File: config.mk
export PLATFORM = sky130hd
export DESIGN_NAME = sliding_window_morph_gradient_top
export DESIGN_NICKNAME = d
export VERILOG_FILES = /design/src/design/swmg_pkg.sv /design/src/design/swmg_cell.sv /design/src/design/swmg_ctrl.sv /design/src/design/sliding_window_morph_gradient_top.sv
export SDC_FILE = /design/constraint.sdc
export NUM_CORES = 2
export LEC_CHECK = 0
export BUFFER_PORTS_ARGS = -buffer_cell sky130_fd_sc_hd__buf_2
export CORE_ASPECT_RATIO = 0.7
export CORE_MARGIN = 3
export CORE_UTILIZATION = 50
export CTS_CLUSTER_SIZE = 16
export DETAILED_ROUTE_END_ITERATION = 8
export PLACE_DENSITY = 0.68
export RECOVER_POWER = 25
export REMOVE_ABC_BUFFERS = 1
export SYNTH_ARGS = -nofsm -noshare
export SYNTH_HDL_FRONTEND = slang
export SYNTH_SLANG_ARGS = --single-unit
File: constraint.sdc
create_clock -name clk -period 15.3 [get_ports clk]
set_input_delay 1.53 -clock clk [delete_from_list [all_inputs] [get_ports clk]]
set_output_delay 1.53 -clock clk [all_outputs]
set_load 0.02 [all_outputs]
File: src/design/swmg_pkg.sv
`default_nettype none
package swmg_pkg;

	localparam int SAMPLE_BITS = 16;
	localparam int RANGE_BITS  = 16;
	localparam int CFG_BITS    = 5;
	localparam int MAX_HALF_DEF = 16;

	typedef struct packed {
		logic signed [SAMPLE_BITS-1:0] sample;
		logic                          waveform_last;
	} swmg_in_t;

	typedef struct packed {
		logic [RANGE_BITS-1:0] range_value;
		logic                  run_last;
		logic                  waveform_done;
	} swmg_out_t;

	// moves for the cell chain
	typedef struct packed {
		logic shift;
		logic step;
	} swmg_cell_ctrl_t;

endpackage
`default_nettype wire

File: src/design/swmg_cell.sv
`default_nettype none
module swmg_cell
	import swmg_pkg::*;
(
	input  wire  logic                          clk,
	input  wire  swmg_cell_ctrl_t               ctrl,
	input  wire  logic signed [SAMPLE_BITS-1:0] hist_in,
	input  wire  logic signed [SAMPLE_BITS-1:0] scan_in,
	output logic signed [SAMPLE_BITS-1:0]       hist_out,
	output logic signed [SAMPLE_BITS-1:0]       scan_out
);

	logic signed [SAMPLE_BITS-1:0] hist_q;
	logic signed [SAMPLE_BITS-1:0] scan_q;

	// history moves one cell older per word; the scan copy takes the shifted
	// history at once and then walks toward cell 0
	always_ff @(posedge clk) begin
		if (ctrl.shift) begin
			hist_q <= hist_in;
			scan_q <= hist_in;
		end else if (ctrl.step) begin
			scan_q <= scan_in;
		end
	end

	assign hist_out = hist_q;
	assign scan_out = scan_q;

endmodule
`default_nettype wire

File: src/design/swmg_ctrl.sv
`default_nettype none
module swmg_ctrl
	import swmg_pkg::*;
#(
	parameter int MAX_HALF = MAX_HALF_DEF
) (
	input  wire  logic                          clk,
	input  wire  logic                          arst_n,
	input  wire  logic                          in_valid,
	output logic                                in_stall,
	input  wire  logic                          in_last,
	output logic                                out_valid,
	input  wire  logic                          out_stall,
	output swmg_out_t                           out_data,
	input  wire  logic                          cfg_we,
	input  wire  logic [CFG_BITS-1:0]           cfg_wdata,
	input  wire  logic signed [SAMPLE_BITS-1:0] scan_head,
	output swmg_cell_ctrl_t                     cell_ctrl
);

	localparam int DEPTH  = 2 * MAX_HALF + 1;
	localparam int HW     = $clog2(MAX_HALF + 1);
	localparam int SEEN_W = $clog2(DEPTH + 1);
	localparam int CW     = (HW > CFG_BITS) ? HW : CFG_BITS;
	localparam int DW     = (SAMPLE_BITS + 1 > RANGE_BITS) ? SAMPLE_BITS + 1 : RANGE_BITS;

	typedef enum logic [1:0] {
		S_IDLE,
		S_SCAN,
		S_DONE
	} state_t;

	state_t                        state_q;
	logic [CFG_BITS-1:0]           half_q;
	logic [SEEN_W-1:0]             seen_q;
	logic [SEEN_W-1:0]             win_q;
	logic [SEEN_W-1:0]             cnt_q;
	logic [SEEN_W-1:0]             idx_q;
	logic                          last_q;
	logic signed [SAMPLE_BITS-1:0] lo_q;
	logic signed [SAMPLE_BITS-1:0] hi_q;
	logic [SEEN_W-1:0]             reps_q;
	logic                          fin_q;
	logic [RANGE_BITS-1:0]         val_q;

	logic                          accept;
	logic                          out_take;
	logic                          out_free;
	logic                          res_load;
	logic [HW-1:0]                 h_eff;
	logic [SEEN_W-1:0]             h_ext;
	logic [SEEN_W-1:0]             win_full;
	logic [SEEN_W-1:0]             seen_nx;
	logic [SEEN_W-1:0]             win_nx;
	logic [SEEN_W-1:0]             cnt_nx;
	logic signed [SAMPLE_BITS-1:0] lo_nx;
	logic signed [SAMPLE_BITS-1:0] hi_nx;
	logic signed [DW-1:0]          diff;

	// clamp the half width into 1..MAX_HALF
	always_comb begin
		if (half_q == '0)
			h_eff = HW'(1);
		else if (CW'(half_q) > CW'(MAX_HALF))
			h_eff = HW'(MAX_HALF);
		else
			h_eff = HW'(half_q);
	end

	assign h_ext    = SEEN_W'(h_eff);
	assign win_full = SEEN_W'({h_eff, 1'b1});
	assign seen_nx  = (seen_q == SEEN_W'(DEPTH)) ? seen_q : seen_q + SEEN_W'(1);
	assign win_nx   = (seen_nx < win_full) ? seen_nx : win_full;

	// number of result words this sample releases
	always_comb begin
		if (in_last)
			cnt_nx = (seen_nx > h_ext) ? h_ext + SEEN_W'(1) : seen_nx;
		else
			cnt_nx = (seen_nx > h_ext) ? SEEN_W'(1) : '0;
	end

	always_comb begin
		if (idx_q == '0) begin
			lo_nx = scan_head;
			hi_nx = scan_head;
		end else begin
			lo_nx = (scan_head < lo_q) ? scan_head : lo_q;
			hi_nx = (scan_head > hi_q) ? scan_head : hi_q;
		end
	end

	assign diff     = DW'(hi_q) - DW'(lo_q);
	assign in_stall = (state_q != S_IDLE);
	assign accept   = in_valid && (state_q == S_IDLE);
	assign out_valid = (reps_q != '0);
	assign out_take = out_valid && !out_stall;
	assign out_free = (reps_q == '0) || ((reps_q == SEEN_W'(1)) && out_take);
	assign res_load = (state_q == S_DONE) && (cnt_q != '0) && out_free;

	assign cell_ctrl.shift = accept;
	assign cell_ctrl.step  = (state_q == S_SCAN);

	assign out_data.range_value   = val_q;
	assign out_data.run_last      = fin_q && (reps_q == SEEN_W'(1));
	assign out_data.waveform_done = fin_q && (reps_q == SEEN_W'(1));

	always_ff @(posedge clk or negedge arst_n) begin
		if (!arst_n) begin
			state_q <= S_IDLE;
			half_q  <= CFG_BITS'(1);
			seen_q  <= '0;
			reps_q  <= '0;
		end else begin
			if (cfg_we)
				half_q <= cfg_wdata;
			if (res_load)
				reps_q <= cnt_q;
			else if (out_take)
				reps_q <= reps_q - SEEN_W'(1);
			unique case (state_q)
				S_IDLE: begin
					if (accept) begin
						seen_q  <= in_last ? '0 : seen_nx;
						win_q   <= win_nx;
						cnt_q   <= cnt_nx;
						last_q  <= in_last;
						idx_q   <= '0;
						state_q <= S_SCAN;
					end
				end
				S_SCAN: begin
					lo_q  <= lo_nx;
					hi_q  <= hi_nx;
					idx_q <= idx_q + SEEN_W'(1);
					if (idx_q == win_q - SEEN_W'(1))
						state_q <= S_DONE;
				end
				S_DONE: begin
					if (cnt_q == '0) begin
						state_q <= S_IDLE;
					end else if (out_free) begin
						val_q   <= diff[RANGE_BITS-1:0];
						fin_q   <= last_q;
						state_q <= S_IDLE;
					end
				end
				default: state_q <= S_IDLE;
			endcase
		end
	end

endmodule
`default_nettype wire

File: src/design/sliding_window_morph_gradient_top.sv
`default_nettype none
// Range filter (max minus min) over a sliding window of 2h+1 signed samples.
// Input channel in_valid/in_stall carries one sample word with a last flag;
// output channel out_valid/out_stall carries range words with run_last and
// waveform_done set on the final word of a waveform. h is written through
// cfg_we/cfg_wdata; the user must write it only while the block is idle,
// which the block itself does not enforce. 0 acts as 1, above MAX_HALF as
// MAX_HALF. Results lag the input by h samples; the last sample releases
// h+1 equal words (fewer for waveforms of h samples or less). Each accepted
// sample is shifted into a chain of 2*MAX_HALF+1 cells and a copy of the
// chain walks past one min/max compare, one cell per cycle. With w = min(samples
// so far, 2h+1), S_SCAN takes w compare steps, then S_DONE loads the
// sample's result word, if any, once the output register is free; no new
// sample is taken until S_IDLE, so the compare walk sets the rate.
// The result sits in an output register, so a stalled receiver does not
// hold up the next scan; only a second result waiting on it does.
// Reset clears control state and sets h to 1; the cells need no clearing,
// since only samples of the current waveform are ever compared.
module sliding_window_morph_gradient_top
	import swmg_pkg::*;
#(
	parameter int MAX_HALF = MAX_HALF_DEF
) (
	input  wire  logic                clk,
	input  wire  logic                arst_n,
	input  wire  logic                in_valid,
	output logic                      in_stall,
	input  wire  swmg_in_t            in_data,
	output logic                      out_valid,
	input  wire  logic                out_stall,
	output swmg_out_t                 out_data,
	input  wire  logic                cfg_we,
	input  wire  logic [CFG_BITS-1:0] cfg_wdata
);

	localparam int DEPTH = 2 * MAX_HALF + 1;

	swmg_cell_ctrl_t               cell_ctrl;
	logic signed [SAMPLE_BITS-1:0] hist [DEPTH];
	logic signed [SAMPLE_BITS-1:0] scan [DEPTH];

	genvar k;
	generate
		for (k = 0; k < DEPTH; k++) begin : g_cell
			logic signed [SAMPLE_BITS-1:0] hist_in;
			logic signed [SAMPLE_BITS-1:0] scan_in;
			if (k == 0) begin : g_head
				assign hist_in = in_data.sample;
			end else begin : g_body
				assign hist_in = hist[k-1];
			end
			if (k == DEPTH - 1) begin : g_tail
				assign scan_in = scan[k];
			end else begin : g_mid
				assign scan_in = scan[k+1];
			end
			swmg_cell u_cell (
				.clk      (clk),
				.ctrl     (cell_ctrl),
				.hist_in  (hist_in),
				.scan_in  (scan_in),
				.hist_out (hist[k]),
				.scan_out (scan[k])
			);
		end
	endgenerate

	swmg_ctrl #(
		.MAX_HALF (MAX_HALF)
	) u_ctrl (
		.clk       (clk),
		.arst_n    (arst_n),
		.in_valid  (in_valid),
		.in_stall  (in_stall),
		.in_last   (in_data.waveform_last),
		.out_valid (out_valid),
		.out_stall (out_stall),
		.out_data  (out_data),
		.cfg_we    (cfg_we),
		.cfg_wdata (cfg_wdata),
		.scan_head (scan[0]),
		.cell_ctrl (cell_ctrl)
	);

endmodule
`default_nettype wire

Yosys cells after proc, flatten, opt, wreduce, memory -nomap -nowiden --
Cells that the tools add are included.
Storage, ports and cells: output and inout port bits 20, word-level logic and storage cells 211, flip-flop bits (word level) 1127
Cells by class: eq/ne operators 8, order comparisons 5, bitwise operators 1, multiplexer cells 85, add/subtract/negate cells 6, reductions and logical operators 28
Operator list (number):
- 16-bit two-way mux | 68
- 6-bit two-way mux | 8
- 6-bit logical NOT | 3
- 16-bit greater-than comparator | 1
- 16-bit < comparator | 1
- 16-bit subtractor | 1
- 3-bit AND reduction | 5
- 6-bit by 1-bit adder with 6-bit output (second input constant) | 2
- 6-bit case mux with 2 select lines | 1
- 2-bit nonzero test | 6
- 6-bit nonzero test | 2
- 6-bit by 1-bit subtractor with 6-bit output (second input constant) | 2
- 5-bit two-way mux | 2
- 2-bit two-way mux | 4
- 5-bit by 1-bit adder with 6-bit output (second input constant) | 1
- 6-bit by 1-bit equality test with 1-bit output (second input constant) | 1
- 6-bit equality test | 1
- 6-bit equality test (second input constant) | 1
- 6-bit by 5-bit greater-than comparator with 1-bit output | 1
- 1-bit logical AND | 6
- 6-bit < comparator | 1
- 2-bit case mux with 3 select lines | 1
- 5-bit greater-than comparator (second input constant) | 1
- 5-bit logical NOT | 1
- 11 further kinds | 12

Logic depth before layout (Yosys ltp) --
word-level depth 7, depth in mapped cells 12

Cells and area by module --
Synthesis repeated with hierarchy kept, for this count alone.
Second synthesis, totals: cells, all modules 2178, area, all modules 45401.0 um^2
Modules (own cells, without submodules):
- swmg_cell | cells an instance 51, area each 1212.4 um^2, times used 33, seq. area each 960.9 um^2
- swmg_ctrl | cells an instance 495, area each 5391.4 um^2, times used 1, seq. area each 2518.7 um^2

Worst setup path after synthesis --
OpenSTA, ideal clock, no wires.
path kind input to register, start in in_valid, end reg g_cell[0].u_cell.hist_q[0], enable pin, slack -2.173 ns, cell stages on the path 4, data arrival time 16.375 ns, buffers on the path 2, setup time 1.099 ns, required time 14.201 ns, path through nand2_1 -> inv_1 -> clkbuf_1 -> clkbuf_1
Between the ends: longest elaborated chain between the ends 1
RTL lines:
- start, declared | line sliding_window_morph_gradient_top.sv:26 | input wire logic in_valid,
- 1-bit logical AND | line swmg_ctrl.sv:95 | assign accept = in_valid && (state_q == S_IDLE);
- net u_ctrl.accept | line swmg_ctrl.sv:46 | logic accept;
- end signal, assigned | line swmg_cell.sv:20 | hist_q <= hist_in;
- end, declared | line swmg_cell.sv:13 | logic signed [SAMPLE_BITS-1:0] hist_q;
The timed path passes the listed nets, and every way through them passes these cells. A chain may end at the register's enable or synchronous reset.

Worst setup path in the final report --
start in in_valid, end reg g_cell[21].u_cell.scan_q[5], data pin
Between the ends: longest elaborated chain between the ends 2
RTL lines:
- 1-bit logical AND | line swmg_ctrl.sv:95
- 16-bit two-way mux | line swmg_cell.sv:19 | if (ctrl.shift) begin
- end signal, assigned | line swmg_cell.sv:21 | scan_q <= hist_in;
- end signal, assigned | line swmg_cell.sv:23 | scan_q <= scan_in;
- end, declared | line swmg_cell.sv:14 | logic signed [SAMPLE_BITS-1:0] scan_q;
No other way between the ends.

==> qor.txt <==
GRT overflow - 0
Most frequent cells in the layout - nand2_1 (1574), edfxtp_1 (1108), clkbuf_16 (102)
DRT antenna net count - 0
CTS Sinks - 1127
Worst setup SP type - primary input
Drt drc - 0
Syn Inst Count - 3192
Height of the die - 251 µm
Tmin final - 5550 ps
Simple-Gate Fraction of Synth Area - 15.1%
Die Span X - 356 µm
Seq cells post-synth - 1127
DRT Pass-1 Iters - 5
Pwr/cell area - 207 nW/µm²
CP arrival - 6090 ps
Vias/cell - 4.99
Max Clk Rate - 180 MHz
Post-synthesis adder-cell area fraction - 1.89%
Peak VDD IR - 0.000144 V
Share of the synthesized area in the top cell type - 77.7%
Dpl hpwl - 35800 µm
RR Endpoint - g_cell[21].u_cell.scan_out[5]
Vias in the first global route - 21.4k
Share of cells above drive strength 1 - 6.05%
Layout net count - 3326
Reg-to-Reg Start - u_ctrl.state_q[1]
Hold_sp - g_cell[31].u_cell.hist_out[2]
Sequential-to-total area share from yosys stat - 78.8%
Crit path from - in_valid
Worst-path clk slew - 70 ps
WHS - 414 ps
Crit-path max cell delay - 940 ps
R2R depth - 8
Mux cell area share after synthesis - 0.295%
Final hold violations - 0
First-pass GRT wire length - 111000 µm
Leakage - 0.0187 µW
Hold crit path type - flop to flop
Initial Utilization - 50.6%
Fill count - 6625
Warnings, synthesis - 0
Worst Path Max Fanout - 210
Synth Area per Inst - 13.4 µm²
Kind of end point of the critical path - flop
Tightest Pin Transition - 1280 ps
Routed WL per cell - 15.1 µm
CTS tree - built
CTS Buf Count - 101
RSZ-0062 raised after global routing - false
Row count - 89
Grt met3 use - 3.05%
Setup Buffers After CTS - 0
Number of max-cap violations - 0
Vias - 22.3k
GRT Total Usage - 15.1%
Antenna violations before repair - 0
CORE AREA - 84600 µm²
Final setup viols - 0
CTS resizes - 0
Period utilization - 36.3%
Diode count - 0
Number of buffers added on ports - 46
H-tree depth - 3
M1 GR Usage - 24.7%
CP max stage cell - inv_8
Post-Syn Area - 42800 µm²
Die area - 89300 µm²
Setup TNS - 0 ps
R2R setup slack - 9990 ps
I/O pins - 47
Clock skew - 29.7 ps
Worst EP required - 15840 ps
Number of synthesized flops with an enable pin - 1108
Clock root cell - clkbuf_16
Clock Tree Buf Depth - 3
Compound-Gate Fraction of Synth Area - 1.68%
1st-iter DRT viols - 2382
End of the critical path - g_cell[21].u_cell.scan_out[5]
Crit path cell chain - buf_2, nand2_4, inv_8, buf_12, buf_12, buf_4, nand2_1, nand2_1
GPL Wtd Cong - 0.789
Slew headroom - 14.5%
Synth unique cells - 67
Skew-Pair Late Insertion Delay - 670 ps
Commonest non-fill, non-tap cell in the layout - nand2_1
Yosys top cell by area - edfxtp_1
Top cells by area, synth - edfxtp_1 (78%), nand2_1 (14%), ha_1 (1.8%)
Met2 Usage GRT - 20.7%
CTS Hold Bufs - 0
Main synth FF type - edfxtp_1
Largest family of logic cells by synthesized area - simple AND/OR/NAND/NOR gates
Post-Synth XOR/XNOR Area - 0.707%
Asr flop ratio synth - 1.69%
Final Max Slew Viols - 0
Post-Route WL - 67400 µm
P&R area growth vs syn - 10.8%
Status - complete, no violations
Crit path kind - primary input to flop
Top Usage Layer GRT - met1
Largest net degree at the start of global routing - 212
[worst max-delay path: cells and delay by family]
kind,cells,cell delay (ps)
buffers and inverters,5,3450
and+or+nand+nor,3,770
[power by group]
part	switching, µW	internal (µW)	total (µW)
Clock	1110	1380	2490
Sequential	403	4970	5370
Combinational	1340	643	1980
Total	2850	6990	9840
[through the flow]
step           cells  worst slack (ps)  cell area (µm²)  utilization, %  power (µW)
2_1_floorplan   3071            -39430            42400               -        7170
3_3_place_gp    4269              9050            44200            52.3        7350
3_5_place_dp    4269              8990            44200            52.3        7410
4_1_cts         4458              9730            47500            56.1        9950
5_1_grt         4458              9290            47500            56.1       10500
6_report        4458              9750            47500            56.1        9840
[layout make-up]
class,count,area [µm²],share of cell area [%]
clock inverter,66,613,1.29
multi-input combinational,1886,8430,17.8
timing repair buffer,61,399,0.841
sequential,1127,33700,71.1
clock buffer,123,2630,5.54
inverter,58,225,0.474
tap,1137,1420,3.00
[how the worst min path moves through the flow]
stage,end,slack (ps),cells past startpoint
final,g_cell[32].u_cell.scan_out[2],410,0
after global routing,g_cell[32].u_cell.scan_out[3],430,0
after CTS,g_cell[32].u_cell.scan_out[2],420,0
after detailed placement,g_cell[32].u_cell.scan_out[0],400,0
after global placement,g_cell[32].u_cell.scan_out[12],400,0
after floorplan,g_cell[32].u_cell.scan_out[0],400,0
[registers in the layout, summed over array words and instances, names as in the netlist]
name / count
g_cell.u_cell.scan_out: 528
u_ctrl.half_q: 5
u_ctrl.seen_q: 6
u_ctrl.val_q: 16
u_ctrl.lo_q: 16
u_ctrl.last_q: 1
u_ctrl.cnt_q: 6
u_ctrl.state_q: 2
u_ctrl.reps_q: 6
u_ctrl.fin_q: 1
u_ctrl.idx_q: 6
u_ctrl.hi_q: 16
u_ctrl.win_q: 6
g_cell.u_cell.hist_out: 512
[synth_stat cells, drive strengths merged, types with 2 or more instances]
library cell / number
a211o: 2
a211oi: 5
a21o: 8
a21oi: 30
a22o: 5
a311oi: 2
a31oi: 2
and2: 3
and3: 3
buf: 3
clkbuf: 118
dfrtp: 18
edfxtp: 1108
ha: 63
inv: 58
mux2: 7
mux2i: 4
nand2: 1576
nand2b: 9
nand3: 18
nand4: 4
nand4b: 2
nor2: 27
nor2b: 6
nor3: 8
nor4: 5
nor4b: 2
o211ai: 2
o21a: 5
o21ai: 23
o31a: 2
o31ai: 2
o41ai: 3
or3: 4
xnor2: 19
xor2: 13
[layer usage]
layer	routed length [µm]	vias up	part of all wire (%)
li1	-	11035	-
met1	35400	10750	52
met3	2720	91	4.0
met2	28300	374	42
met5	0	-	0
met4	1030	0	1.5
[cells by family after synthesis]
family,after synthesis
AO/OA/AOI/OAI,104
XOR/XNOR,33
adder cells (fa/ha/maj),64
buffers and inverters,179
flip-flops,1127
multiplexers,11
other,1
AND/OR/NAND/NOR,1673
No activity file was read; power rests on OpenSTA's default activity.
